===== src/mpq_pkg.sv =====
// Shared types and constants for the max priority queue.
// Used by mpq_ctrl, mpq_dpath and max_priority_queue; depends on nothing.
package mpq_pkg;

    // Queue depth and the widths that follow from it.
    localparam int CAPACITY = 16;
    localparam int IDX_W    = $clog2(CAPACITY);
    localparam int CNT_W    = $clog2(CAPACITY + 1);
    localparam int DATA_W   = 32;

    // Operation codes of a request.
    typedef enum logic {
        OP_ENQ = 1'b0,
        OP_DEQ = 1'b1
    } mpq_op_t;

    // Result status codes.
    typedef enum logic [1:0] {
        ST_DONE  = 2'd0,
        ST_EMPTY = 2'd1,
        ST_FULL  = 2'd2
    } mpq_status_t;

    // Request payload.
    typedef struct packed {
        mpq_op_t                   op;
        logic signed [DATA_W-1:0]  value;
    } mpq_req_t;

    // Response payload.
    typedef struct packed {
        mpq_status_t               status;
        logic signed [DATA_W-1:0]  removed_value;
        logic [CNT_W-1:0]          held_count;
    } mpq_rsp_t;

    // Commands from the controller to the datapath.
    typedef struct packed {
        logic load;
        logic push;
        logic flag_full;
        logic flag_empty;
        logic scan_start;
        logic scan_step;
        logic remove;
        logic emit;
    } mpq_cmd_t;

    // Status from the datapath to the controller.
    typedef struct packed {
        logic op_deq;
        logic is_full;
        logic is_empty;
        logic scan_last;
        logic out_free;
    } mpq_stat_t;

endpackage


===== src/mpq_dpath.sv =====
// Datapath of the max priority queue: entry memory, fill count, maximum
// scan, result and output registers. Depends on mpq_pkg.
module mpq_dpath
    import mpq_pkg::*;
(
    input  logic      clk,
    input  logic      rst_n,
    input  mpq_req_t  req,
    input  logic      rsp_stall,
    input  mpq_cmd_t  cmd,
    output mpq_stat_t stat,
    output logic      rsp_valid,
    output mpq_rsp_t  rsp
);

    // Entry storage; only entries below the fill count are ever read.
    logic signed [DATA_W-1:0] mem [CAPACITY];

    mpq_op_t                  op_reg;
    logic signed [DATA_W-1:0] value_reg;
    logic [CNT_W-1:0]         fill_reg;
    logic [IDX_W-1:0]         scan_idx_reg;
    logic signed [DATA_W-1:0] rd_data_reg;
    logic [IDX_W-1:0]         rd_idx_reg;
    logic                     rd_valid_reg;
    logic signed [DATA_W-1:0] best_reg;
    logic [IDX_W-1:0]         best_idx_reg;
    logic signed [DATA_W-1:0] last_reg;
    mpq_status_t              res_status_reg;
    logic signed [DATA_W-1:0] res_removed_reg;
    logic                     out_valid_reg;
    mpq_rsp_t                 out_reg;
    logic [CNT_W-1:0]         fill_last;
    logic                     take_new;

    // Status toward the controller.
    assign fill_last      = fill_reg - CNT_W'(1);
    assign stat.op_deq    = (op_reg == OP_DEQ);
    assign stat.is_full   = (fill_reg >= CNT_W'(CAPACITY));
    assign stat.is_empty  = (fill_reg == '0);
    assign stat.scan_last = ({1'b0, scan_idx_reg} == fill_last);
    assign stat.out_free  = !out_valid_reg || !rsp_stall;

    // A new maximum candidate arrives from the memory read.
    assign take_new = rd_valid_reg && ((rd_idx_reg == '0) || (best_reg < rd_data_reg));

    // Memory write and registered read.
    always_ff @(posedge clk)
    begin
        if (cmd.push)
        begin
            mem[fill_reg[IDX_W-1:0]] <= value_reg;
        end
        if (cmd.remove)
        begin
            mem[best_idx_reg] <= last_reg;
        end
        if (cmd.scan_step)
        begin
            rd_data_reg <= mem[scan_idx_reg];
        end
    end

    // Control state: fill count, read pipeline valid, output valid.
    always_ff @(posedge clk or negedge rst_n)
    begin
        if (!rst_n)
        begin
            fill_reg      <= '0;
            rd_valid_reg  <= 1'b0;
            out_valid_reg <= 1'b0;
        end
        else
        begin
            rd_valid_reg <= cmd.scan_step;
            if (cmd.push)
            begin
                fill_reg <= fill_reg + CNT_W'(1);
            end
            else if (cmd.remove)
            begin
                fill_reg <= fill_last;
            end
            if (cmd.emit)
            begin
                out_valid_reg <= 1'b1;
            end
            else if (!rsp_stall)
            begin
                out_valid_reg <= 1'b0;
            end
        end
    end

    // Payload registers: request, scan, result and output.
    always_ff @(posedge clk)
    begin
        if (cmd.load)
        begin
            op_reg    <= req.op;
            value_reg <= req.value;
        end
        if (cmd.scan_start)
        begin
            scan_idx_reg <= '0;
        end
        else if (cmd.scan_step)
        begin
            scan_idx_reg <= scan_idx_reg + IDX_W'(1);
        end
        if (cmd.scan_step)
        begin
            rd_idx_reg <= scan_idx_reg;
        end
        if (take_new)
        begin
            best_reg     <= rd_data_reg;
            best_idx_reg <= rd_idx_reg;
        end
        // The scan ends on the last held entry, so this keeps its value.
        if (rd_valid_reg)
        begin
            last_reg <= rd_data_reg;
        end
        if (cmd.push)
        begin
            res_status_reg  <= ST_DONE;
            res_removed_reg <= '0;
        end
        else if (cmd.flag_full)
        begin
            res_status_reg  <= ST_FULL;
            res_removed_reg <= '0;
        end
        else if (cmd.flag_empty)
        begin
            res_status_reg  <= ST_EMPTY;
            res_removed_reg <= '0;
        end
        else if (cmd.remove)
        begin
            res_status_reg  <= ST_DONE;
            res_removed_reg <= best_reg;
        end
        if (cmd.emit)
        begin
            out_reg.status        <= res_status_reg;
            out_reg.removed_value <= res_removed_reg;
            out_reg.held_count    <= fill_reg;
        end
    end

    assign rsp_valid = out_valid_reg;
    assign rsp       = out_reg;

`ifndef ASSERT_OFF
    // The fill count never exceeds the capacity.
    a_fill_bound: assert property (@(posedge clk) disable iff (!rst_n)
        fill_reg <= CNT_W'(CAPACITY))
        else $error("fill count above capacity");

    // A push is never issued on a full queue.
    a_push_room: assert property (@(posedge clk) disable iff (!rst_n)
        cmd.push |-> (fill_reg < CNT_W'(CAPACITY)))
        else $error("push on full queue");

    // A removal drops the fill count by exactly one.
    a_remove_count: assert property (@(posedge clk) disable iff (!rst_n)
        cmd.remove |=> (fill_reg == CNT_W'($past(fill_reg) - CNT_W'(1))))
        else $error("removal did not decrement fill count");

    // Scan reads stay below the fill count.
    a_scan_range: assert property (@(posedge clk) disable iff (!rst_n)
        rd_valid_reg |-> ({1'b0, rd_idx_reg} < fill_reg))
        else $error("scan read beyond held entries");

    // A new result never overwrites one that is still stalled.
    a_emit_free: assert property (@(posedge clk) disable iff (!rst_n)
        cmd.emit |-> (!out_valid_reg || !rsp_stall))
        else $error("result overwritten while stalled");
`endif

endmodule


===== src/mpq_ctrl.sv =====
// Controller of the max priority queue: sequences accept, decision, maximum
// scan, removal and result transfer. Depends on mpq_pkg.
module mpq_ctrl
    import mpq_pkg::*;
(
    input  logic      clk,
    input  logic      rst_n,
    input  logic      req_valid,
    output logic      req_stall,
    input  mpq_stat_t stat,
    output mpq_cmd_t  cmd
);

    typedef enum logic [2:0] {
        S_IDLE,
        S_DECIDE,
        S_SCAN,
        S_DRAIN,
        S_REMOVE,
        S_RESULT
    } state_t;

    state_t state_reg;
    state_t state_next;

    // One request at a time is taken, only while idle.
    assign req_stall = (state_reg != S_IDLE);

    // Next state and commands.
    always_comb
    begin
        state_next = state_reg;
        cmd        = '0;
        case (state_reg)
            S_IDLE:
            begin
                if (req_valid)
                begin
                    cmd.load   = 1'b1;
                    state_next = S_DECIDE;
                end
            end
            S_DECIDE:
            begin
                if (!stat.op_deq)
                begin
                    cmd.push      = !stat.is_full;
                    cmd.flag_full = stat.is_full;
                    state_next    = S_RESULT;
                end
                else if (stat.is_empty)
                begin
                    cmd.flag_empty = 1'b1;
                    state_next     = S_RESULT;
                end
                else
                begin
                    cmd.scan_start = 1'b1;
                    state_next     = S_SCAN;
                end
            end
            S_SCAN:
            begin
                cmd.scan_step = 1'b1;
                if (stat.scan_last)
                begin
                    state_next = S_DRAIN;
                end
            end
            S_DRAIN:
            begin
                state_next = S_REMOVE;
            end
            S_REMOVE:
            begin
                cmd.remove = 1'b1;
                state_next = S_RESULT;
            end
            S_RESULT:
            begin
                if (stat.out_free)
                begin
                    cmd.emit   = 1'b1;
                    state_next = S_IDLE;
                end
            end
            default:
            begin
                state_next = S_IDLE;
            end
        endcase
    end

    // State register.
    always_ff @(posedge clk or negedge rst_n)
    begin
        if (!rst_n)
        begin
            state_reg <= S_IDLE;
        end
        else
        begin
            state_reg <= state_next;
        end
    end

endmodule


===== src/max_priority_queue.sv =====
// Top level of the max priority queue: controller plus datapath.
// Depends on mpq_pkg, mpq_ctrl and mpq_dpath.
//
// Usage: a request transfer (req_valid high, req_stall low) carries an op
// and a value. An enqueue stores the value, or reports full and drops it
// when CAPACITY entries are held. A dequeue removes the largest held value
// and returns it, or reports empty. Every request gives exactly one
// response transfer on rsp with status, removed value and held count.
// An enqueue or a refused dequeue goes from the decision straight to the
// result; a dequeue first scans the held entries, drains the read
// register and removes the maximum. The dequeue time is set by the maximum
// scan, which reads one entry per cycle through the single read port of
// the entry memory. One request is in work at a time; req_stall is low
// only while the block is idle, which it reaches in the cycle after the
// result is loaded, so a request is taken only once the last is through.
// Reset clears the held count and the output valid; entry contents are
// not cleared and need no clearing pass. The response sits in an output
// register: a stalled receiver holds it stable, and the block still takes
// the next request, waiting with its result until the register frees.
module max_priority_queue
    import mpq_pkg::*;
(
    input  logic     clk,
    input  logic     rst_n,
    input  logic     req_valid,
    output logic     req_stall,
    input  mpq_req_t req,
    output logic     rsp_valid,
    input  logic     rsp_stall,
    output mpq_rsp_t rsp
);

    mpq_cmd_t  cmd;
    mpq_stat_t stat;

    // Sequencer.
    mpq_ctrl u_ctrl (
        .clk       (clk),
        .rst_n     (rst_n),
        .req_valid (req_valid),
        .req_stall (req_stall),
        .stat      (stat),
        .cmd       (cmd)
    );

    // Storage, scan and output registers.
    mpq_dpath u_dpath (
        .clk       (clk),
        .rst_n     (rst_n),
        .req       (req),
        .rsp_stall (rsp_stall),
        .cmd       (cmd),
        .stat      (stat),
        .rsp_valid (rsp_valid),
        .rsp       (rsp)
    );

endmodule

===== config.mk =====
export PLATFORM = sky130hd
export DESIGN_NAME = max_priority_queue
export DESIGN_NICKNAME = d
export VERILOG_FILES = /design/src/mpq_pkg.sv /design/src/mpq_dpath.sv /design/src/mpq_ctrl.sv /design/src/max_priority_queue.sv
export SDC_FILE = /design/constraint.sdc
export NUM_CORES = 1
export LEC_CHECK = 0
export BUFFER_PORTS_ARGS = -buffer_cell sky130_fd_sc_hd__clkbuf_2
export CELL_PAD_IN_SITES_DETAIL_PLACEMENT = 1
export CELL_PAD_IN_SITES_GLOBAL_PLACEMENT = 1
export CORE_MARGIN = 4
export CORE_UTILIZATION = 59
export CTS_CLUSTER_SIZE = 20
export DETAILED_ROUTE_END_ITERATION = 6
export PLACE_DENSITY_LB_ADDON = 0.05
export SKIP_CTS_REPAIR_TIMING = 1
export SYNTH_ARGS = -nofsm -noshare
export SYNTH_HDL_FRONTEND = slang
export SYNTH_SLANG_ARGS = --single-unit

===== constraint.sdc =====
create_clock -name clk -period 8.6 [get_ports clk]
set_clock_uncertainty 0.1 [all_clocks]
set_input_delay 2.58 -clock clk [delete_from_list [all_inputs] [get_ports clk]]
set_output_delay 2.58 -clock clk [all_outputs]
set_load 0.05 [all_outputs]

==> metrics.cfg <==
[cells_and_area]
stdcell_area_mm2 = 0.0314
nNetsFinal = 1575
layout-drive-gt1-share_pct = 25.2
fillers = 3759
largest_reg_flops = 512
area_growth_pct = 12.8
top_register = u_dpath.mem
fin_util_pct = 67.5
fin_cells = 2172
n_antenna_cell = 0

[place]
hpwl_um = 33900
routabilityCongestion = 0.747
pre_cts_ws_ps = 4440
io_buffer_count = 77
place_area_mm2 = 0.0290
dp_cells = 2034

[route]
post_drt_wl_per_cell_um = 29.3
drt_wl_total_um = 63700
drtIter0Drc = 1283
first_pass_iters = 5
num_vias = 13700
wl_met1_um = 25300
drt-vias-per-instance = 6.30
drc = 0
ant_nets = 0
wl_met3_um = 4600
top_layer_used = met4
met2WireLength_um = 32600

[setup_path]
cp_max_fo = 8
cp-start-kind = register
critical_path_required_ps = 5920
arrival_ps = 1650
worst_setup_path_end_kind = output port
critical_path_class = register to output port

[yosys]
seq_area_frac_synth_pct = 77.9
synthFlopType = edfxtp_1
synth_common_cells = 688 x edfxtp_1, 178 x nand2_1, 160 x mux4_2, 56 x a21oi_1
netlist_area_mm2 = 0.0278
syn_inst = 1386
synth.most_common_cell = edfxtp_1
synth_top_area_share_pct = 74.2
synth_cell_types = 39
syn_nets = 1457
synth_async_sr_flop_share_pct = 1.36
ys_ff_latch = 736
synth-edff-count = 688
synth.avg_cell_area_um2 = 20.1
synth_area_leaders = edfxtp_1 74%, mux4_2 13%, dfxtp_1 2.7%, nand2_1 2.4%, ha_1 1.5%
yosysWarnings = 0
yosysTopAreaCell = edfxtp_1

[sta]
drv_slew = 0
hold_violations = 0
worst_pin_slew_ps = 1170
fin_tns_setup_ps = 0
fmax_ghz = 0.231
setup_viol = 0
relSlewSlack_pct = 21.6
grt_setup_unrepaired = no
whs_ps = 331
post-route-period-util_pct = 50.4
fin_crit_ps = 4330
setup_ws_ps = 4270

[cts]
clk_pin_slew_worst_paths_ps = 60
cts_root_buf = clkbuf_16
clk_latency_ps = 620
cts_buffers = 75
cts_max_path_buffers = 3
cts_tree = yes
htreeDepth = 3
clock_sinks = 736

[run]
max_cap_viol_count = 0

[power_and_ir_drop]
p_per_area_mw_per_mm2 = 320
p_int_mw = 7.17
p_seq_share_pct = 49.3
swShare_pct = 28.6
ir_worst_vdd_mv = 0.242
total_power_mw = 10.0
clkPwrFrac_pct = 31.5
p_comb_share_pct = 19.1
power_switching_mw = 2.87
leakagePower_nw = 10.3

[floorplanning]
io_pins = 78
initial_utilization_pct = 59.8
dieArea_mm2 = 0.0507
rows = 79
die_h_um = 225
fp.dieW_um = 225
core_region_area_mm2 = 0.0466

[grt]
grt_pass1_vias = 14600
grt_use_total_pct = 26.1
grt_pass1_wl_um = 95700
antenna_found_initial = 1
grt_max_degree = 111
overflow = 0

[run_status]
status = finished clean

[min_path]
hold_path.class = register to register

power by group through the flow:
stage / registers, mW / clock network [mW] / logic [mW]
2_1_floorplan: 5.07 / 0 / 1.23
3_3_place_gp: 4.99 / 0 / 1.85
3_5_place_dp: 5.02 / 0 / 1.94
4_1_cts: 4.95 / 3.22 / 1.95
5_1_grt: 4.99 / 3.39 / 2.11
6_report: 4.95 / 3.17 / 1.92
final cells by class:
cell class	count	area (um^2)	share of cell area, %
clock buffer	97	2010	6.41
clock inverter	41	374	1.19
inverter	38	143	0.454
multi-input combinational	550	5840	18.6
sequential	736	21700	69.0
tap	607	759	2.42
timing repair buffer	103	593	1.89
per-layer routing:
layer | up-vias | track usage (%)
met2 | 549 | 43.9
met3 | 94 | 4.96
met4 | 0 | 6.50
met5 | - | 0
met1 | 7274 | 36.5
li1 | 5758 | -
path summary, 6_finish.rpt:
check                                            startpoint                  end  slack, ps  cells past startpoint
worst max-delay path                    u_ctrl.state_reg[1]            req_stall       4270                      3
worst min-delay path            u_dpath.res_removed_reg[10]      u_dpath.rsp[15]        330                      0
worst max register to register               u_dpath.op_reg   u_dpath.mem[5][19]       5100                      5
worst min register to register  u_dpath.res_removed_reg[10]      u_dpath.rsp[15]        330                      0
max in group asynchronous                             rst_n  u_dpath.fill_reg[4]       6430                      1
min in group asynchronous                             rst_n  u_ctrl.state_reg[0]       1740                      1
cells in the final DEF, fill, tap and decap left out, types with 16 or more instances in the layout:
master	synthesis	final
buf_4	0	25
nor2_4	0	17
mux4_2	160	160
clkbuf_2	0	77
inv_1	38	37
dfxtp_1	38	34
ha_1	34	34
edfxtp_1	688	688
clkbuf_16	0	77
nor2_1	34	16
nand2_1	178	178
a21oi_1	56	55
clkbuf_1	26	19
cells by family after synthesis:
kind of cell / share of synthesized area [%]
compound gates: 1.72
xor+xnor: 0.409
fa+ha+maj: 1.53
buf+inv: 1.68
flops: 77.9
mux: 13.0
simple gates: 3.81
critical path: stages (launching register included):
cell,delay [ps]
dfrtp_1,500
inv_1,160
nand2_1,110
clkbuf_2,280
(Power assumes the default switching activity.)
